`src/hdl/fwcp_pkg.sv`:
```
package fwcp_pkg;

  localparam int MAX_HALF_DEF   = 8;
  localparam int INDEX_BITS_DEF = 20;

  localparam int HALF_W  = 4;
  localparam int HYST_W  = 20;
  localparam int TOTAL_W = 21;
  localparam int FRAME_W = 20;
  localparam int KIND_W  = 2;
  localparam int CFG_IDX_W  = 2;
  localparam int CFG_DATA_W = 21;

  localparam logic [KIND_W-1:0] KIND_LOOKUP = 2'd0;
  localparam logic [KIND_W-1:0] KIND_EVICT  = 2'd1;
  localparam logic [KIND_W-1:0] KIND_LOAD   = 2'd2;

  localparam logic [CFG_IDX_W-1:0] CFG_HALF_WINDOW  = 2'd0;
  localparam logic [CFG_IDX_W-1:0] CFG_HYSTERESIS   = 2'd1;
  localparam logic [CFG_IDX_W-1:0] CFG_TOTAL_FRAMES = 2'd2;

  localparam logic [HALF_W-1:0]  HALF_WINDOW_RST  = 4'd8;
  localparam logic [HYST_W-1:0]  HYSTERESIS_RST   = '0;
  localparam logic [TOTAL_W-1:0] TOTAL_FRAMES_RST = '0;

endpackage

```
`src/hdl/frame_window_cache_policy.sv`:
```
// Sliding-window frame cache policy.
// The input channel (in_valid_i / in_ready_o) takes one requested frame
// index per item. The block then produces a train of result items on the
// output channel (out_valid_o / out_ready_i): one lookup reply that tells
// whether the frame was cached, then evict commands in ascending frame
// order, then load commands from the window center upward and then from
// the window's low end up to the center. The final item of a request has
// last_o set. The configuration channel (cfg_valid_i / cfg_ready_o) is
// always ready. The user must write it only while no request is in
// progress; the block itself does not enforce this. A request is handled
// by a small sequencer that visits one presence bit or one candidate frame
// per cycle unless the receiver stalls: two setup steps, a scan of all
// 2*MAX_HALF+1 presence bits, the load steps and one closing step. The
// next request is taken only once the last item of the previous one has
// moved into the output register. When the receiver stalls, the sequencer
// holds at the next item it has to send. Reset empties the cache, forgets
// the window center and returns the registers to their reset values.
module frame_window_cache_policy
  import fwcp_pkg::*;
#(
  parameter int MAX_HALF   = MAX_HALF_DEF,
  parameter int INDEX_BITS = INDEX_BITS_DEF
) (
  input  logic                  clk_i,
  input  logic                  rst_ni,
  input  logic                  in_valid_i,
  output logic                  in_ready_o,
  input  logic [INDEX_BITS-1:0] requested_frame_i,
  output logic                  out_valid_o,
  input  logic                  out_ready_i,
  output logic [KIND_W-1:0]     kind_o,
  output logic [FRAME_W-1:0]    frame_index_o,
  output logic                  hit_o,
  output logic                  last_o,
  input  logic                  cfg_valid_i,
  output logic                  cfg_ready_o,
  input  logic [CFG_IDX_W-1:0]  cfg_index_i,
  input  logic [CFG_DATA_W-1:0] cfg_data_i
);

  localparam int MB = 2 * MAX_HALF + 1;
  localparam int MW = $clog2(MB);
  localparam int IB = INDEX_BITS;
  localparam int FW = IB + 1;
  localparam int LW = (IB + 2 > 22) ? IB + 2 : 22;
  localparam logic [MW-1:0]     K_LAST   = MW'(MB - 1);
  localparam logic [MW-1:0]     J_CENTER = MW'(MAX_HALF);
  localparam logic [HALF_W-1:0] H_MAX    = HALF_W'(MAX_HALF);

  localparam logic [2:0] ST_IDLE    = 3'd0;
  localparam logic [2:0] ST_LOOKUP  = 3'd1;
  localparam logic [2:0] ST_BOUNDS  = 3'd2;
  localparam logic [2:0] ST_EVICT   = 3'd3;
  localparam logic [2:0] ST_LOAD_HI = 3'd4;
  localparam logic [2:0] ST_LOAD_LO = 3'd5;
  localparam logic [2:0] ST_FLUSH   = 3'd6;

  logic [2:0]          state_q, state_d;
  logic [HALF_W-1:0]   half_q;
  logic [HYST_W-1:0]   hyst_q;
  logic [TOTAL_W-1:0]  total_q;
  logic                set_q;
  logic [IB-1:0]       center_q;
  logic [MB-1:0]       mask_q;
  logic [MB-1:0]       newmask_q;
  logic [IB-1:0]       req_q;
  logic [IB-1:0]       newc_q;
  logic [IB-1:0]       lo_q;
  logic [FW-1:0]       hi_q;
  logic [FW-1:0]       fbase_q;
  logic [MW-1:0]       rel_q;
  logic [MW-1:0]       jlo_q;
  logic [MW-1:0]       k_q;
  logic [MW-1:0]       j_q;
  logic [FW-1:0]       f_q;

  logic                pend_valid_q;
  logic [KIND_W-1:0]   pend_kind_q;
  logic [FRAME_W-1:0]  pend_frame_q;
  logic                pend_hit_q;
  logic                out_valid_q;
  logic [KIND_W-1:0]   out_kind_q;
  logic [FRAME_W-1:0]  out_frame_q;
  logic                out_hit_q;
  logic                out_last_q;

  logic [HALF_W-1:0]   h;
  logic signed [LW-1:0] diff;
  logic [LW-1:0]       distance;
  logic                near;
  logic [MW-1:0]       hit_off;
  logic [IB-1:0]       newc_calc;
  logic [FW-1:0]       fe;
  logic                outside;
  logic [MW-1:0]       keep_off;
  logic                hi_go;
  logic                lo_go;
  logic                out_free;
  logic                emit_ok;
  logic                emit_req;
  logic [KIND_W-1:0]   emit_kind;
  logic [FRAME_W-1:0]  emit_frame;
  logic                emit_hit;
  logic                step_en;
  logic                flush_go;
  logic                out_load;
  logic [HALF_W-1:0]   down_span;

  assign h = (half_q > H_MAX) ? H_MAX : half_q;

  assign diff = $signed(LW'(req_q)) - $signed(LW'(center_q));
  assign distance = diff[LW-1] ? LW'(-diff) : LW'(diff);
  assign near = (diff >= -$signed(LW'(MAX_HALF))) && (diff <= $signed(LW'(MAX_HALF)));
  assign hit_off = MW'(diff) + J_CENTER;

  always_comb begin
    newc_calc = center_q;
    if (!set_q || (distance > LW'(hyst_q))) begin
      newc_calc = req_q;
    end
  end

  assign down_span = (newc_q < IB'(h)) ? HALF_W'(newc_q) : h;

  assign fe       = fbase_q + FW'(k_q);
  assign outside  = (fe < FW'(lo_q)) || (fe > hi_q);
  assign keep_off = k_q + rel_q;
  assign hi_go    = (f_q <= hi_q) && (LW'(f_q) < LW'(total_q)) && !f_q[IB];
  assign lo_go    = (f_q < FW'(newc_q)) && (LW'(f_q) < LW'(total_q));

  assign out_free = !out_valid_q || out_ready_i;
  assign emit_ok  = !pend_valid_q || out_free;

  always_comb begin
    emit_req   = 1'b0;
    emit_kind  = KIND_LOOKUP;
    emit_frame = FRAME_W'(LW'(req_q));
    emit_hit   = 1'b0;
    case (state_q)
      ST_LOOKUP: begin
        emit_req = 1'b1;
        emit_hit = near && mask_q[hit_off];
      end
      ST_EVICT: begin
        emit_req   = mask_q[k_q] && outside;
        emit_kind  = KIND_EVICT;
        emit_frame = FRAME_W'(LW'(fe));
      end
      ST_LOAD_HI: begin
        emit_req   = hi_go && !newmask_q[j_q];
        emit_kind  = KIND_LOAD;
        emit_frame = FRAME_W'(LW'(f_q));
      end
      ST_LOAD_LO: begin
        emit_req   = lo_go && !newmask_q[j_q];
        emit_kind  = KIND_LOAD;
        emit_frame = FRAME_W'(LW'(f_q));
      end
      default: begin
        emit_req = 1'b0;
      end
    endcase
  end

  assign step_en  = !emit_req || emit_ok;
  assign flush_go = (state_q == ST_FLUSH) && out_free;
  assign out_load = (emit_req && emit_ok && pend_valid_q) || flush_go;

  always_comb begin
    state_d = state_q;
    case (state_q)
      ST_IDLE: begin
        if (in_valid_i) begin
          state_d = ST_LOOKUP;
        end
      end
      ST_LOOKUP: state_d = ST_BOUNDS;
      ST_BOUNDS: state_d = ST_EVICT;
      ST_EVICT: begin
        if (step_en && (k_q == K_LAST)) begin
          state_d = ST_LOAD_HI;
        end
      end
      ST_LOAD_HI: begin
        if (!hi_go) begin
          state_d = ST_LOAD_LO;
        end
      end
      ST_LOAD_LO: begin
        if (!lo_go) begin
          state_d = ST_FLUSH;
        end
      end
      ST_FLUSH: begin
        if (flush_go) begin
          state_d = ST_IDLE;
        end
      end
      default: state_d = ST_IDLE;
    endcase
  end

  always_ff @(posedge clk_i or negedge rst_ni) begin
    if (!rst_ni) begin
      state_q      <= ST_IDLE;
      half_q       <= HALF_WINDOW_RST;
      hyst_q       <= HYSTERESIS_RST;
      total_q      <= TOTAL_FRAMES_RST;
      set_q        <= 1'b0;
      center_q     <= '0;
      mask_q       <= '0;
      pend_valid_q <= 1'b0;
      out_valid_q  <= 1'b0;
    end else begin
      state_q <= state_d;
      if (cfg_valid_i) begin
        case (cfg_index_i)
          CFG_HALF_WINDOW:  half_q  <= cfg_data_i[HALF_W-1:0];
          CFG_HYSTERESIS:   hyst_q  <= cfg_data_i[HYST_W-1:0];
          CFG_TOTAL_FRAMES: total_q <= cfg_data_i[TOTAL_W-1:0];
          default: begin
          end
        endcase
      end
      if (state_q == ST_LOOKUP) begin
        set_q <= 1'b1;
      end
      if ((state_q == ST_LOAD_LO) && !lo_go) begin
        center_q <= newc_q;
        mask_q   <= newmask_q;
      end
      if (out_load) begin
        out_valid_q <= 1'b1;
      end else if (out_ready_i) begin
        out_valid_q <= 1'b0;
      end
      if (emit_req && emit_ok) begin
        pend_valid_q <= 1'b1;
      end
      if (flush_go) begin
        pend_valid_q <= 1'b0;
      end
    end
  end

  always_ff @(posedge clk_i) begin
    if ((state_q == ST_IDLE) && in_valid_i) begin
      req_q <= requested_frame_i;
    end
    if (state_q == ST_LOOKUP) begin
      newc_q <= newc_calc;
    end
    if (state_q == ST_BOUNDS) begin
      lo_q      <= (newc_q >= IB'(h)) ? newc_q - IB'(h) : '0;
      hi_q      <= FW'(newc_q) + FW'(h);
      fbase_q   <= FW'(center_q) - FW'(MAX_HALF);
      rel_q     <= MW'(center_q) - MW'(newc_q);
      jlo_q     <= J_CENTER - MW'(down_span);
      k_q       <= '0;
      newmask_q <= '0;
    end
    if ((state_q == ST_EVICT) && step_en) begin
      k_q <= k_q + MW'(1);
      if (mask_q[k_q] && !outside) begin
        newmask_q[keep_off] <= 1'b1;
      end
      if (k_q == K_LAST) begin
        f_q <= FW'(newc_q);
        j_q <= J_CENTER;
      end
    end
    if ((state_q == ST_LOAD_HI) || (state_q == ST_LOAD_LO)) begin
      if ((state_q == ST_LOAD_HI) ? hi_go : lo_go) begin
        if (step_en) begin
          newmask_q[j_q] <= 1'b1;
          f_q <= f_q + FW'(1);
          j_q <= j_q + MW'(1);
        end
      end else if (state_q == ST_LOAD_HI) begin
        f_q <= FW'(lo_q);
        j_q <= jlo_q;
      end
    end
    if (emit_req && emit_ok) begin
      pend_kind_q  <= emit_kind;
      pend_frame_q <= emit_frame;
      pend_hit_q   <= emit_hit;
      if (pend_valid_q) begin
        out_kind_q  <= pend_kind_q;
        out_frame_q <= pend_frame_q;
        out_hit_q   <= pend_hit_q;
        out_last_q  <= 1'b0;
      end
    end
    if (flush_go) begin
      out_kind_q  <= pend_kind_q;
      out_frame_q <= pend_frame_q;
      out_hit_q   <= pend_hit_q;
      out_last_q  <= 1'b1;
    end
  end

  assign in_ready_o    = (state_q == ST_IDLE);
  assign cfg_ready_o   = 1'b1;
  assign out_valid_o   = out_valid_q;
  assign kind_o        = out_kind_q;
  assign frame_index_o = out_frame_q;
  assign hit_o         = out_hit_q;
  assign last_o        = out_last_q;

endmodule
```
`config.mk`:
```
export PLATFORM = sky130hd
export DESIGN_NAME = frame_window_cache_policy
export DESIGN_NICKNAME = d
export VERILOG_FILES = /design/src/hdl/fwcp_pkg.sv /design/src/hdl/frame_window_cache_policy.sv
export SDC_FILE = /design/constraint.sdc
export NUM_CORES = 1
export LEC_CHECK = 0
export BUFFER_PORTS_ARGS = -buffer_cell sky130_fd_sc_hd__buf_2
export CORE_ASPECT_RATIO = 1.4
export CORE_MARGIN = 10
export CORE_UTILIZATION = 50
export DETAILED_ROUTE_END_ITERATION = 10
export GPL_ROUTABILITY_DRIVEN = 0
export PLACE_DENSITY_LB_ADDON = 0.15
export SLEW_MARGIN = 30
export SYNTH_ARGS = -nofsm -noshare
export SYNTH_HDL_FRONTEND = slang
export SYNTH_SLANG_ARGS = --single-unit
```
`constraint.sdc`:
```
create_clock -name clk_i -period 5.83 [get_ports clk_i]
set_input_delay 0.8745 -clock clk_i [delete_from_list [all_inputs] [get_ports clk_i]]
set_output_delay 0.8745 -clock clk_i [all_outputs]
set_load 0.02 [all_outputs]
```
# After elaboration in Yosys (flattened, before gate mapping)
# Index checks and enable logic that the tools add are counted.
word_totals:
  input_bits: 48
  reg_bits: 295
  wordCells: 176
classes:
  magnitude_cmp: 17
  bitwise: 2
  eq_ne: 14
  add_sub_neg: 13
  n_mux: 57
  reduce_logical: 46
ops:
  columns: ["cell", "count"]
  rows:
  - ["21-bit 2-to-1 mux", 6]
  - ["17-bit 2-to-1 mux", 6]
  - ["20-bit 2-to-1 mux", 4]
  - ["21-bit by 20-bit less-than comparator with 1-bit output", 2]
  - ["5-bit 2-to-1 mux", 8]
  - ["20-bit one-hot mux with 2 select lines", 1]
  - ["17-bit bitwise OR", 2]
  - ["5-bit by 6-bit less-than comparator with 1-bit output, second input constant", 4]
  - ["22-bit by 20-bit > comparator with 1-bit output", 1]
  - ["22-bit 2-to-1 mux", 1]
  - ["21-bit negation with 22-bit output", 1]
  - ["20-bit by 4-bit adder with 21-bit output", 1]
  - ["21-bit by 1-bit adder with 21-bit output, second input constant", 1]
  - ["21-bit by 5-bit adder with 21-bit output", 1]
  - ["21-bit by 4-bit >= comparator with 1-bit output, second input constant", 1]
  - ["21-bit > comparator", 1]
  - ["21-bit less-or-equal comparator", 1]
  - ["21-bit by 5-bit less-or-equal comparator with 1-bit output, second input constant", 1]
  - ["21-bit less-than comparator", 1]
  - ["3-bit one-hot mux with 7 select lines", 1]
  - ["20-bit by 20-bit subtractor with 21-bit output", 1]
  - ["20-bit by 4-bit subtractor with 21-bit output, second input constant", 1]
  - ["20-bit by 4-bit >= comparator with 1-bit output", 1]
  - ["20-bit by 4-bit less-than comparator with 1-bit output", 1]
  - ["32 further kinds", 100]

# Depth between registers and ports, before layout
# Gate-level depths: netlist (run 1).
logic_depth:
  depth_word: 13
  depth_mapped: 25
  ltp_nobuf: 24

# Worst setup path after synthesis (run 1)
# OpenSTA, ideal clock, no wires.
synth_path:
  path_kind: "register -> register"
  from: "register req_q[0]"
  to: "register newc_q[19], data pin"
  setup_ps: 260
  n_path_buf: 1
  path_stages_with_launch: 25
  t_arrival_ps: 4854
  t_required_ps: 5570
  synth_period_minus_slack_ps: 5114
  path_slack_ps: 716
  cell_sequence: "edfxtp_1 > inv_1 > ha_1 > inv_1 > fa_1 > a211oi_4 > or4b_1 > o2111a_2 > nand4_4 > or4_4 > nor3_4 > and2_2 > a21oi_1 > xor2_1 > ha_1 > a21oi_1 > nor2b_1 > o21ai_0 > nand2b_1 > or3_1 > o221ai_1 > a21oi_1 > a41o_4 > buf_12 > mux2_4"
synth_between:
  elab_chain_cells: 6
synth_rtl:
  columns: ["item", "line", "rtl"]
  rows:
  - ["start: declaration", "frame_window_cache_policy.sv:66", "logic [IB-1:0] req_q;"]
  - ["start signal: assignment", "frame_window_cache_policy.sv:248", "req_q <= requested_frame_i;"]
  - ["20-bit by 20-bit subtractor with 21-bit output (*)", "frame_window_cache_policy.sv:111", "assign diff = $signed(LW'(req_q)) - $signed(LW'(center_q));"]
  - ["21-bit negation with 22-bit output", "frame_window_cache_policy.sv:112", "assign distance = diff[LW-1] ? LW'(-diff) : LW'(diff);"]
  - ["22-bit 2-to-1 mux (*)", "frame_window_cache_policy.sv:112", null]
  - ["22-bit by 20-bit > comparator with 1-bit output (*)", "frame_window_cache_policy.sv:118", "if (!set_q || (distance > LW'(hyst_q))) begin"]
  - ["1-bit logical OR (*)", "frame_window_cache_policy.sv:118", null]
  - ["20-bit 2-to-1 mux (*)", "frame_window_cache_policy.sv:118", null]
  - ["named net newc_calc[19]", "frame_window_cache_policy.sv:92", "logic [IB-1:0] newc_calc;"]
  - ["end signal: assignment", "frame_window_cache_policy.sv:251", "newc_q <= newc_calc;"]
  - ["end: declaration", "frame_window_cache_policy.sv:67", "logic [IB-1:0] newc_q;"]
# The timed path passes the listed nets; every way through them passes the cells marked *.
# A chain may end at the register's enable or synchronous reset.

# Worst setup path after layout (run 1)
layout_path:
  from: "register req_q[0]"
  to: "register newc_q[13], data pin"
# The elaborated chain is that of the path after synthesis.

==> metrics.log, run 1 <==
[metrics] end of the worst register-to-register path: newc_q[13]$_DFFE_PP_
[metrics] master of the slowest instance on the critical path: sky130_fd_sc_hd__or4_4
[metrics] largest area contributor in the netlist: sky130_fd_sc_hd__edfxtp_1
[metrics] adder-cell area share of the yosys netlist: 12.1%
[metrics] worst clock skew: 0.0189 ns
[metrics] Vert. Die Dim: 252 µm
[metrics] sequential cell area fraction in the yosys report: 41.6%
[metrics] simple-gate share of the synthesized area: 13.5%
[metrics] register-to-register setup slack: 0.18 ns
[metrics] pin count of the biggest net entering global routing: 66
[metrics] share of post-route cells with drive strength above 1: 16.0%
[metrics] number of cells on the worst reg-to-reg path: 22
[metrics] cell row count: 84
[metrics] sum of negative setup slack: 0 ns
[metrics] Max-Cap Viols: 0
[metrics] Total GRT Usage: 23.3%
[metrics] Area contributors post-synth: sky130_fd_sc_hd__edfxtp_1 26%, sky130_fd_sc_hd__ha_1 11%, sky130_fd_sc_hd__dfrtp_1 11%
[metrics] HPWL reported at the end of detailed placement: 43,300 µm
[metrics] clock buffers created by TritonCTS: 31
[metrics] crit share post-route: 96.9%
[metrics] Post-route DRC: 0
[metrics] wire length of the first global-routing pass: 85,000 µm
[metrics] Die ar.: 46,700 µm²
[metrics] P per Cell Area: 638 nW/µm²
[metrics] startpoint kind of the worst setup timing path: flop
[metrics] share of synthesized registers carrying an async set or reset: 29.8%
[metrics] Sequential Area: 7980 µm²
[metrics] H-Tree Level Count: 1
[metrics] standard cell area after detailed placement: 20,200 µm²
[metrics] Peak VDD IR: 0.000345 V
[metrics] number of input and output port buffers inserted: 73
[metrics] worst setup path endpoint: newc_q[13]$_DFFE_PP_
[metrics] number of max-slew violations in the final report: 0
[metrics] Synth Area in Compound Gates: 14.7%
[metrics] number of failing hold endpoints at the final stage: 0
[metrics] category of the most critical setup path: reg -> reg
[metrics] startpoint of the most critical setup path: req_q[0]$_DFFE_PP_
[metrics] Via-to-Cell Ratio: 6.09
[metrics] TritonCTS sink count: 295
[metrics] Avg WL per Cell: 22.8 µm
[metrics] synthesized-area fraction occupied by xor and xnor cells: 5.67%
[metrics] arrival time of data at the critical path endpoint: 5.98 ns
[metrics] Tightest Pin Transition: 1.16 ns
[metrics] Leak: 9.02 nW
[metrics] total area of multi-input combinational cells: 10,200 µm²
[metrics] flop and latch count out of synthesis: 295
[metrics] placed cell count: 2,365
[metrics] Max Buffers Root-to-Sink: 3
[metrics] Synth-to-Final Area Change: 11.0%
[metrics] total of fill cells in the finished design: 3,305
[metrics] relative slew slack: 21.9%
[metrics] area of the mapped netlist: 19,200 µm²
[metrics] multiplexer area fraction after synthesis: 7.12%
[metrics] status: finished, final reports clean
[metrics] via count of the first global-routing pass: 14,900
[metrics] starting density of the core: 50.8%
[metrics] number of antenna violations at the first check in global routing: 0
[metrics] Core Area: 37,700 µm²
[metrics] Max FO, Critical Path: 10
[metrics] TritonCTS clock tree: done
[metrics] clock latency reported for the late side of the worst-skew pair: 0.59 ns
[metrics] number of enable flip-flop cells after synthesis: 163
[metrics] required time reported for the critical path endpoint: 6.16 ns
[metrics] final instance count without filler cells: 2,424
[metrics] share of the synthesized area in the top cell type: 25.5%
[metrics] final worst hold slack: 0.192 ns
[metrics] die width: 185 µm
[metrics] gate count after technology mapping: 1,850
[metrics] post-CTS setup buffer count: 0
[metrics] Setup crit end kind: flop
[metrics] via count of the routed design: 14,800
[metrics] antenna-violating nets left: 0
[metrics] DRT Pass-1 Iters: 5
[metrics] synth cell count leaders: 175 x sky130_fd_sc_hd__ha_1, 164 x sky130_fd_sc_hd__inv_1, 163 x sky130_fd_sc_hd__edfxtp_1
[metrics] total grt overflow: 0
[metrics] Final Routed Wirelength: 55,300 µm
[metrics] critical path cell sequence: inv_1, ha_1, inv_1, fa_2, a211oi_4, or4b_1, o2111a_2, nand4_4, or4_4, nor3_4, and2_2, nor2_1, xor2_1, ha_1, nand4_1, or3_1, a21oi_1, or3_1, o221ai_1, a21oi_1, a41o_4, mux2_4
[metrics] clock slew at reported path FFs: 0.06 ns
[metrics] worst r2r src: req_q[0]$_DFFE_PP_
[metrics] ys flop type: sky130_fd_sc_hd__edfxtp_1
[metrics] Total Nets Final: 2,155
[metrics] Final setup violation count: 0
[metrics] post-synth cell types: 107
[metrics] final antenna diode count: 0
[metrics] dominant combinational cell family by area after synthesis: compound AO/OA/AOI/OAI gates
[metrics] post-route minimum period: 5.65 ns
[metrics] syn nets: 2,079
[metrics] worst min-delay path class: in -> async
[metrics] num ports: 75
[metrics] Mapped Avg Cell Area: 10.4 µm²
[metrics] maximum cell stage delay along the critical path: 0.53 ns
[metrics] leading cell type by number of instances after synthesis: sky130_fd_sc_hd__ha_1
[metrics] warning count from the yosys run: 0
[metrics] total non-filler cell area in the finished layout: 21,300 µm²
[metrics] number of violations reported at the end of detailed-routing iteration 0: 1,104
[metrics] Max Fclk: 0.177 GHz
[metrics] clock root buffer master: sky130_fd_sc_hd__clkbuf_16
-- sequential cells by signal, summed over array words and instances, names as in the netlist, 3 cells and up --
signal / cells
newmask_q: 17
f_q: 21
hi_q: 21
center_q: 20
pend_frame_q: 20
fbase_q: 21
half_q: 4
rel_q: 5
mask_q: 17
state_q: 3
lo_q: 20
newc_q: 20
k_q: 5
total_q: 21
jlo_q: 5
j_q: 5
frame_index_o: 20
hyst_q: 20
req_q: 20
-- power breakdown --
| group | internal, mW | switching, mW |
|---|---|---|
| combinational | 3.01 | 4.30 |
| clock | 1.25 | 0.846 |
| sequential | 3.34 | 0.827 |
-- worst max-delay path: cells and delay by family (launching register included) --
| kind | cells | cell delay [ns] |
|---|---|---|
| flops | 1 | 0.42 |
| simple gates | 9 | 1.85 |
| mux | 1 | 0.33 |
| xor+xnor | 1 | 0.15 |
| fa+ha+maj | 3 | 0.87 |
| buf+inv | 2 | 0.15 |
| compound gates | 6 | 1.61 |
-- cell usage in the layout (no fill, tap or decap), types with 8 or more instances in the layout --
master and n:
sky130_fd_sc_hd__a2bb2oi_1 8, sky130_fd_sc_hd__clkbuf_1 10, sky130_fd_sc_hd__buf_4 38, sky130_fd_sc_hd__o32ai_1 18
sky130_fd_sc_hd__clkbuf_16 33, sky130_fd_sc_hd__mux4_2 13, sky130_fd_sc_hd__nor2b_1 19, sky130_fd_sc_hd__dfrtp_1 87
sky130_fd_sc_hd__nand2b_1 16, sky130_fd_sc_hd__nand2_1 154, sky130_fd_sc_hd__mux2i_1 10, sky130_fd_sc_hd__xor2_1 32
sky130_fd_sc_hd__nand3_1 48, sky130_fd_sc_hd__nor3_1 33, sky130_fd_sc_hd__a31oi_1 20, sky130_fd_sc_hd__o21ai_0 81
sky130_fd_sc_hd__mux2_4 19, sky130_fd_sc_hd__and4_1 8, sky130_fd_sc_hd__ha_1 175, sky130_fd_sc_hd__nor2_1 96
sky130_fd_sc_hd__a22oi_1 32, sky130_fd_sc_hd__a21boi_0 8, sky130_fd_sc_hd__nand4_1 32, sky130_fd_sc_hd__xnor2_1 92
sky130_fd_sc_hd__nor4_1 19, sky130_fd_sc_hd__inv_1 163, sky130_fd_sc_hd__a21oi_1 79, sky130_fd_sc_hd__o211ai_1 8
sky130_fd_sc_hd__mux2_2 61, sky130_fd_sc_hd__buf_2 72, sky130_fd_sc_hd__a221o_1 16, sky130_fd_sc_hd__dfxtp_1 44
sky130_fd_sc_hd__edfxtp_1 163, sky130_fd_sc_hd__and3_1 22, sky130_fd_sc_hd__a21o_1 30
-- how the worst min path moves through the flow --
stage	startpoint	cells after the start	slack (ns)	endpoint
floorplan	pend_frame_q[0]$_DFFE_PP_	0	0.40	frame_index_o[0]$_DFFE_PP_
global placement	pend_frame_q[0]$_DFFE_PP_	0	0.41	frame_index_o[0]$_DFFE_PP_
detailed placement	pend_frame_q[19]$_DFFE_PP_	0	0.40	frame_index_o[19]$_DFFE_PP_
CTS	rst_ni	1	0.18	mask_q[2]$_DFFE_PN0P_
global route	rst_ni	1	0.21	mask_q[5]$_DFFE_PN0P_
finish	rst_ni	1	0.19	mask_q[5]$_DFFE_PN0P_
-- cell type report --
class | count | share of cell area (%)
clock buffer | 50 | 4.48
sequential | 295 | 37.5
timing repair buffer | 117 | 3.59
tap | 473 | 2.78
inverter | 165 | 2.91
multi-input combinational | 1316 | 48.1
clock inverter | 8 | 0.565
-- metrics by stage --
stage,setup WS [ns],power [mW],utilization [%]
finish,0.181,13.6,56.4
global route,-0.0120,14.5,56.4
CTS,0.218,13.5,56.3
detailed placement,0.253,11.3,53.4
global placement,0.353,11.1,53.3
floorplan,0.716,9.16,-
-- timing repair --
item	CTS	global route
hold buffers	0	0
setup endpoints to repair	0	19
resized for setup	0	2
endpoints found under the hold margin	0	0
-- routing by layer --
metal | global-route usage, % | up-vias | wire length [µm]
li1 | - | 6938 | -
met3 | 2.70 | 133 | 3270
met5 | 0 | - | 0
met2 | 41.0 | 520 | 27800
met4 | 10.5 | 0 | 2500
met1 | 27.7 | 7173 | 21700
-- cells by family after synthesis --
group                    count (synthesis)
flip-flops                             295
adder cells (fa/ha/maj)                181
AO/OA/AOI/OAI                          398
buffers and inverters                  240
XOR/XNOR                               124
other                                    1
multiplexers                           103
AND/OR/NAND/NOR                        508
No activity file was read; power rests on OpenSTA's default activity.
==> inputs of run 2 (changes only) <==
--- a/config.mk
+++ b/config.mk
@@ -11,7 +11,7 @@
 export CORE_UTILIZATION = 50
 export DETAILED_ROUTE_END_ITERATION = 10
 export GPL_ROUTABILITY_DRIVEN = 0
-export PLACE_DENSITY_LB_ADDON = 0.15
+export PLACE_DENSITY_LB_ADDON = 0.12
 export SLEW_MARGIN = 30
 export SYNTH_ARGS = -nofsm -noshare
 export SYNTH_HDL_FRONTEND = slang
==> metrics.log, run 2 (same netlist as run 1, synthesis figures left out) <==
[metrics] H-Tree Level Count: 2 (was 1)
[metrics] Total GRT Usage: 23.8% (was 23.3%)
[metrics] Synth-to-Final Area Change: 12.1% (was 11.0%)
[metrics] commonest cells after routing, fill and taps aside: 175 x sky130_fd_sc_hd__ha_1, 163 x sky130_fd_sc_hd__inv_1, 163 x sky130_fd_sc_hd__edfxtp_1 (unchanged)
[metrics] final setup slack of the worst path: 0.211 ns (was 0.181 ns)
[metrics] die width: 185 µm (unchanged)
[metrics] relative slew slack: 25.4% (was 21.9%)
[metrics] relative contribution of combinational cells to total power: 53.8% (about the same)
[metrics] Avg WL per Cell: 23.5 µm (was 22.8 µm)
[metrics] Via-to-Cell Ratio: 6.19 (was 6.09)
[metrics] worst clock skew: 0.0134 ns (was 0.0189 ns)
[metrics] startpoint kind of the worst setup timing path: flop (unchanged)
[metrics] clock buffers created by TritonCTS: 34 (was 31)
[metrics] power dissipated by switching net loads: 6.19 mW (was 5.97 mW)
[metrics] number of input and output port buffers inserted: 73 (unchanged)
[metrics] P per Cell Area: 652 nW/µm² (was 638 nW/µm²)
[metrics] master of the slowest instance on the critical path: sky130_fd_sc_hd__a311oi_2 (was sky130_fd_sc_hd__or4_4)
[metrics] buffers and inverters on the worst path: 1 (was 2)
[metrics] Cell Int Power: 7.81 mW (was 7.60 mW)
[metrics] Core Area: 37,700 µm² (unchanged)
[metrics] hold bufs inserted after CTS: 0 (unchanged)
[metrics] switching fraction of total power: 44.2% (was 44.0%)
[metrics] Tightest Pin Transition: 1.10 ns (was 1.16 ns)
[metrics] total of fill cells in the finished design: 3,208 (was 3,305)
[metrics] Total Nets Final: 2,164 (was 2,155)
[metrics] final antenna diode count: 0 (unchanged)
[metrics] DP Worst Slack: 0.220 ns (was 0.253 ns)
[metrics] starting density of the core: 50.8% (unchanged)
[metrics] clock latency reported for the late side of the worst-skew pair: 0.54 ns (was 0.59 ns)
[metrics] total grt overflow: 0 (unchanged)
[metrics] wire length of the first global-routing pass: 85,800 µm (was 85,000 µm)
[metrics] number of violations reported at the end of detailed-routing iteration 0: 1,151 (was 1,104)
[metrics] category of the most critical setup path: reg -> reg (unchanged)
[metrics] maximum cell stage delay along the critical path: 0.51 ns (was 0.53 ns)
[metrics] clock group share of total power: 16.3% (was 15.4%)
[metrics] Sequential Power Share: 29.9% (was 30.7%)
[metrics] DRT Pass-1 Iters: 5 (unchanged)
[metrics] number of antenna violations at the first check in global routing: 0 (unchanged)
[metrics] Die ar.: 46,700 µm² (unchanged)
[metrics] Sequential Area: 7980 µm² (unchanged)
[metrics] critical path cell sequence: inv_1, ha_1, o211ai_2, a2111oi_0, a21bo_2, a31oi_4, nor4_2, a311oi_2, and4bb_4, a21oi_1, xnor2_1, ha_1, and3_1, nand3_1, o32ai_1, a21oi_4, a41o_4, mux2_4 (was inv_1, ha_1, inv_1, fa_2, a211oi_4, or4b_1, o2111a_2, nand4_4, or4_4, nor3_4, and2_2, nor2_1, xor2_1, ha_1, nand4_1, or3_1, a21oi_1, or3_1, o221ai_1, a21oi_1, a41o_4, mux2_4)
[metrics] Core Util, Final: 56.9% (was 56.4%)
[metrics] TritonCTS clock tree: done (unchanged)
[metrics] antenna-violating nets left: 0 (unchanged)
[metrics] share of post-route cells with drive strength above 1: 16.8% (was 16.0%)
[metrics] most common cell after layout, fill and taps aside: sky130_fd_sc_hd__ha_1 (unchanged)
[metrics] most frequent cell on the critical path: sky130_fd_sc_hd__ha_1
[metrics] HPWL reported at the end of detailed placement: 44,000 µm (was 43,300 µm)
[metrics] TritonCTS sink count: 295 (unchanged)
[metrics] pin count of the biggest net entering global routing: 71 (was 66)
[metrics] crit share post-route: 96.4% (was 96.9%)
[metrics] Leak: 9.12 nW (was 9.02 nW)
[metrics] cell row count: 84 (unchanged)
[metrics] Post-route DRC: 0 (unchanged)
[metrics] num ports: 75 (unchanged)
[metrics] Vert. Die Dim: 252 µm (unchanged)
[metrics] Max-Cap Viols: 0 (unchanged)
[metrics] clock root buffer master: sky130_fd_sc_hd__clkbuf_16 (unchanged)
[metrics] number of max-slew violations in the final report: 0 (unchanged)
[metrics] required time reported for the critical path endpoint: 6.10 ns (was 6.16 ns)
[metrics] Max FO, Critical Path: 8 (was 10)
[metrics] total area of multi-input combinational cells: 10,300 µm² (was 10,200 µm²)
[metrics] status: finished, final reports clean (unchanged)
[metrics] cell family with the largest share of critical-path delay: compound AO/OA/AOI/OAI gates (was simple AND/OR/NAND/NOR gates)
[metrics] Setup crit end kind: flop (unchanged)
[metrics] Final Routed Wirelength: 57,100 µm (was 55,300 µm)
[metrics] number of failing hold endpoints at the final stage: 0 (unchanged)
[metrics] via count of the first global-routing pass: 15,200 (was 14,900)
[metrics] post-route minimum period: 5.62 ns (was 5.65 ns)
[metrics] clock slew at reported path FFs: 0.06 ns (about the same)
[metrics] Peak VDD IR: 0.000451 V (was 0.000345 V)
[metrics] Final setup violation count: 0 (unchanged)
[metrics] worst min-delay path class: in -> async (unchanged)
[metrics] arrival time of data at the critical path endpoint: 5.89 ns (was 5.98 ns)
[metrics] Max Fclk: 0.178 GHz (was 0.177 GHz)
[metrics] via count of the routed design: 15,100 (was 14,800)
[metrics] Max Buffers Root-to-Sink: 3 (unchanged)
## run 2: metal layers
layer / part of all wire (%) / track usage [%] / wire length [µm]
met1: 39 / 28.1 / 22600
met2: 50 / 41.4 / 28500
met3: 5.8 / 2.91 / 3310
met4: 4.8 / 12.0 / 2770
met5: 0 / 0 / 0
## run 2: power groups by stage
stage / logic (mW) / registers, mW / clock network, mW
after global placement: 7.01 / 4.18 / 0
final: 7.53 / 4.19 / 2.28
after global routing: 8.20 / 4.27 / 2.38
after floorplan: 5.27 / 3.89 / 0
after detailed placement: 7.20 / 4.19 / 0
after CTS: 7.25 / 4.16 / 2.31
## run 2: path summary, 6_finish.rpt
check | start | to | slack (ns) | cells past startpoint
min in group clk_i | pend_kind_q[0]$_DFFE_PP_ | kind_o[0]$_DFFE_PP_ | 0.42 | 0
max in group asynchronous | rst_ni | center_q[16]$_DFFE_PN0P_ | 4.61 | 2
worst min register to register | pend_kind_q[0]$_DFFE_PP_ | kind_o[0]$_DFFE_PP_ | 0.42 | 0
worst min-delay path | rst_ni | mask_q[8]$_DFFE_PN0P_ | 0.23 | 1
worst max register to register | center_q[5]$_DFFE_PN0P_ | newc_q[16]$_DFFE_PP_ | 0.21 | 18
worst max-delay path | center_q[5]$_DFFE_PN0P_ | newc_q[16]$_DFFE_PP_ | 0.21 | 18
## run 2: worst register-to-register path, delay by kind of cell, from the launching register on
kind / cells / cell delay (ns)
mux: 1 / 0.32
flops: 1 / 0.44
xor+xnor: 1 / 0.18
buf+inv: 1 / 0.13
compound gates: 9 / 2.73
fa+ha+maj: 2 / 0.83
simple gates: 4 / 0.72
## run 2: stage by stage
stage / hold WS, ns / setup TNS (ns) / area, µm² / total power, mW / instances
final: 0.225 / 0 / 21500 / 14.0 / 2434
after floorplan: 0.400 / 0 / 19200 / 9.16 / 1850
after global routing: 0.236 / -0.0480 / 21500 / 14.8 / 2434
after global placement: 0.403 / 0 / 20100 / 11.2 / 2365
after detailed placement: 0.405 / 0 / 20200 / 11.4 / 2366
after CTS: 0.222 / 0 / 21400 / 13.7 / 2428
## run 2: repair_timing
| action | 4_1_cts | 5_1_grt |
|---|---|---|
| setup buffers | 0 | 3 |
| setup endpoints to repair | 0 | 19 |
| resized for setup | 0 | 8 |
## run 2: area by class of cell
class	count	share of cell area, %
Multi-Input combinational cell	1318	47.9
Sequential cell	295	37.1
Clock buffer	51	5.07
Timing Repair Buffer	121	3.72
Inverter	165	2.88
Tap cell	473	2.76
Clock inverter	11	0.518
==> inputs of run 3 (changes only) <==
--- a/config.mk
+++ b/config.mk
@@ -9,6 +9,7 @@
 export CORE_ASPECT_RATIO = 1.4
 export CORE_MARGIN = 10
 export CORE_UTILIZATION = 50
+export CTS_BUF_LIST = sky130_fd_sc_hd__clkbuf_16
 export DETAILED_ROUTE_END_ITERATION = 10
 export GPL_ROUTABILITY_DRIVEN = 0
 export PLACE_DENSITY_LB_ADDON = 0.12
==> metrics.log, run 3 (same netlist as run 1, synthesis figures left out) <==
[metrics] DRT Pass-1 Iters: 6 (was 5)
[metrics] Sequential Power Share: 30.2% (was 29.9%)
[metrics] share of post-route cells with drive strength above 1: 16.5% (was 16.8%)
[metrics] Total GRT Usage: 23.7% (was 23.8%)
[metrics] number of max-slew violations in the final report: 0 (unchanged)
[metrics] Max Buffers Root-to-Sink: 3 (unchanged)
[metrics] die width: 185 µm (unchanged)
[metrics] relative slew slack: 25.0% (was 25.4%)
[metrics] number of input and output port buffers inserted: 73 (unchanged)
[metrics] Leak: 9.09 nW (was 9.12 nW)
[metrics] total of fill cells in the finished design: 3,216 (was 3,208)
[metrics] power dissipated by switching net loads: 6.19 mW (about the same)
[metrics] Avg WL per Cell: 23.4 µm (was 23.5 µm)
[metrics] TritonCTS clock tree: done (unchanged)
[metrics] critical path cell sequence: inv_1, ha_1, o211ai_2, a2111oi_0, a21bo_2, a31oi_4, nor4_2, a311oi_2, and4bb_4, a21oi_1, xnor2_1, ha_1, and3_1, nand3_1, o32ai_1, a21oi_4, a41o_4, mux2_4 (unchanged)
[metrics] sum of negative setup slack: 0 ns (unchanged)
[metrics] TritonCTS sink count: 295 (unchanged)
[metrics] clock root buffer master: sky130_fd_sc_hd__clkbuf_16 (unchanged)
[metrics] worst clock skew: 0.0189 ns (was 0.0134 ns)
[metrics] status: finished, final reports clean (unchanged)
[metrics] Synth-to-Final Area Change: 11.6% (was 12.1%)
[metrics] Post-route DRC: 0 (unchanged)
[metrics] Final Routed Wirelength: 57,100 µm (about the same)
[metrics] Cell Int Power: 7.68 mW (was 7.81 mW)
[metrics] number of violations reported at the end of detailed-routing iteration 0: 1,171 (was 1,151)
[metrics] required time reported for the critical path endpoint: 6.10 ns (about the same)
[metrics] wire length of the first global-routing pass: 85,700 µm (was 85,800 µm)
[metrics] Setup crit end kind: flop (unchanged)
[metrics] maximum cell stage delay along the critical path: 0.52 ns (was 0.51 ns)
[metrics] placed cell count: 2,366 (unchanged)
[metrics] num ports: 75 (unchanged)
[metrics] startpoint kind of the worst setup timing path: flop (unchanged)
[metrics] clock group share of total power: 15.5% (was 16.3%)
[metrics] Via-to-Cell Ratio: 6.18 (was 6.19)
[metrics] worst r2r src: center_q[5]$_DFFE_PN0P_ (unchanged)
[metrics] HPWL reported at the end of detailed placement: 44,000 µm (unchanged)
[metrics] P per Cell Area: 648 nW/µm² (was 652 nW/µm²)
[metrics] clock buffers created by TritonCTS: 34 (unchanged)
[metrics] switching fraction of total power: 44.6% (was 44.2%)
[metrics] commonest cells after routing, fill and taps aside: 175 x sky130_fd_sc_hd__ha_1, 167 x sky130_fd_sc_hd__inv_1, 163 x sky130_fd_sc_hd__edfxtp_1 (was 175 x sky130_fd_sc_hd__ha_1, 163 x sky130_fd_sc_hd__inv_1, 163 x sky130_fd_sc_hd__edfxtp_1)
[metrics] pin count of the biggest net entering global routing: 71 (unchanged)
[metrics] Final setup violation count: 0 (unchanged)
[metrics] via count of the first global-routing pass: 15,200 (about the same)
[metrics] most frequent cell on the critical path: sky130_fd_sc_hd__ha_1 (unchanged)
[metrics] Total Nets Final: 2,164 (unchanged)
[metrics] Die ar.: 46,700 µm² (unchanged)
[metrics] number of antenna violations at the first check in global routing: 0 (unchanged)
[metrics] number of failing hold endpoints at the final stage: 0 (unchanged)
[metrics] clock latency reported for the late side of the worst-skew pair: 0.54 ns (about the same)
[metrics] starting density of the core: 50.8% (unchanged)
[metrics] Core Area: 37,700 µm² (unchanged)
[metrics] H-Tree Level Count: 2 (unchanged)
[metrics] clock slew at reported path FFs: 0.06 ns (about the same)
[metrics] hold bufs inserted after CTS: 0 (unchanged)
[metrics] crit share post-route: 97.1% (was 96.4%)
[metrics] master of the slowest instance on the critical path: sky130_fd_sc_hd__a311oi_2 (unchanged)
[metrics] number of cells on the worst reg-to-reg path: 18 (unchanged)
[metrics] arrival time of data at the critical path endpoint: 5.93 ns (was 5.89 ns)
[metrics] final instance count without filler cells: 2,434 (unchanged)
[metrics] most common cell after layout, fill and taps aside: sky130_fd_sc_hd__ha_1 (unchanged)
[metrics] total grt overflow: 0 (unchanged)
[metrics] Vert. Die Dim: 252 µm (unchanged)
[metrics] post-route total power: 13.9 mW (was 14.0 mW)
[metrics] Tightest Pin Transition: 1.11 ns (was 1.10 ns)
[metrics] end of the worst register-to-register path: newc_q[16]$_DFFE_PP_ (unchanged)
[metrics] final worst hold slack: 0.226 ns (was 0.225 ns)
[metrics] Max FO, Critical Path: 8 (unchanged)
[metrics] antenna-violating nets left: 0 (unchanged)
[metrics] Max-Cap Viols: 0 (unchanged)
[metrics] Peak VDD IR: 0.000451 V (about the same)
[metrics] final antenna diode count: 0 (unchanged)
[metrics] Max Fclk: 0.177 GHz (was 0.178 GHz)
[metrics] post-route minimum period: 5.66 ns (was 5.62 ns)
[metrics] relative contribution of combinational cells to total power: 54.3% (was 53.8%)
[metrics] worst min-delay path class: in -> async (unchanged)
[metrics] category of the most critical setup path: reg -> reg (unchanged)
[metrics] register-to-register setup slack: 0.17 ns (was 0.21 ns)
[metrics] via count of the routed design: 15,000 (was 15,100)
[metrics] cell row count: 84 (unchanged)
## run 3: changes by cell type in the layout (fill, tap and decap cells not counted)
cell / change
sky130_fd_sc_hd__clkbuf_1: -4
sky130_fd_sc_hd__clkinv_1: +6
sky130_fd_sc_hd__clkbuf_8: -9
sky130_fd_sc_hd__inv_2: +3
sky130_fd_sc_hd__inv_1: +4
## run 3: per-stage QoR
| step | cell area (µm²) | utilization [%] | setup WS, ns |
|---|---|---|---|
| 2_1_floorplan | 19200 | - | 0.716 |
| 3_3_place_gp | 20100 | 53.4 | 0.322 |
| 3_5_place_dp | 20200 | 53.4 | 0.220 |
| 4_1_cts | 21300 | 56.4 | 0.177 |
| 5_1_grt | 21400 | 56.7 | -0.0177 |
| 6_report | 21400 | 56.7 | 0.166 |
## run 3: worst max-delay path by stage
stage | start | endpoint | slack [ns] | cells after the start
after floorplan | req_q[0]$_DFFE_PP_ | newc_q[19]$_DFFE_PP_ | 0.72 | 24
after global placement | req_q[0]$_DFFE_PP_ | newc_q[15]$_DFFE_PP_ | 0.32 | 23
after detailed placement | req_q[0]$_DFFE_PP_ | newc_q[19]$_DFFE_PP_ | 0.22 | 23
after CTS | req_q[0]$_DFFE_PP_ | newc_q[16]$_DFFE_PP_ | 0.18 | 23
after global routing | req_q[0]$_DFFE_PP_ | newc_q[16]$_DFFE_PP_ | -0.02 | 22
final | center_q[5]$_DFFE_PN0P_ | newc_q[16]$_DFFE_PP_ | 0.17 | 18
## run 3: routing by layer
layer / share of wire [%] / GRT usage [%] / wire length, µm
met1: 39 / 28.0 / 22500
met2: 51 / 42.0 / 28900
met3: 5.7 / 2.80 / 3260
met4: 4.3 / 10.6 / 2440
met5: 0 / 0 / 0
## run 3: timing repair
item | 4_1_cts | 5_1_grt
gates resized for setup | 0 | 8
buffers inserted | 0 | 3
endpoints found under the hold margin | 0 | 0
setup endpoints to repair | 0 | 19
## run 3: layout make-up
| type | instances | area (µm²) | share of cell area (%) |
|---|---|---|---|
| Clock buffer | 38 | 951 | 4.45 |
| Clock inverter | 24 | 160 | 0.749 |
| Inverter | 165 | 619 | 2.90 |
| Multi-Input combinational cell | 1318 | 10300 | 48.1 |
| Sequential cell | 295 | 7980 | 37.3 |
| Tap cell | 473 | 592 | 2.77 |
| Timing Repair Buffer | 121 | 798 | 3.73 |
## run 3: power groups by stage
stage                     registers (mW)  clock network [mW]  logic, mW
after detailed placement            4.19                   0       7.20
final                               4.18                2.15       7.53
after floorplan                     3.89                   0       5.27
after CTS                           4.16                2.19       7.25
after global routing                4.26                2.25       8.20
after global placement              4.18                   0       7.01
## run 3: critical path, delay by kind of cell (launching register included)
| kind | cells | cell delay [ns] |
|---|---|---|
| buffers and inverters | 1 | 0.13 |
| multiplexers | 1 | 0.32 |
| AND/OR/NAND/NOR | 4 | 0.73 |
| XOR/XNOR | 1 | 0.18 |
| flip-flops | 1 | 0.44 |
| AO/OA/AOI/OAI | 9 | 2.74 |
| adder cells (fa/ha/maj) | 2 | 0.84 |
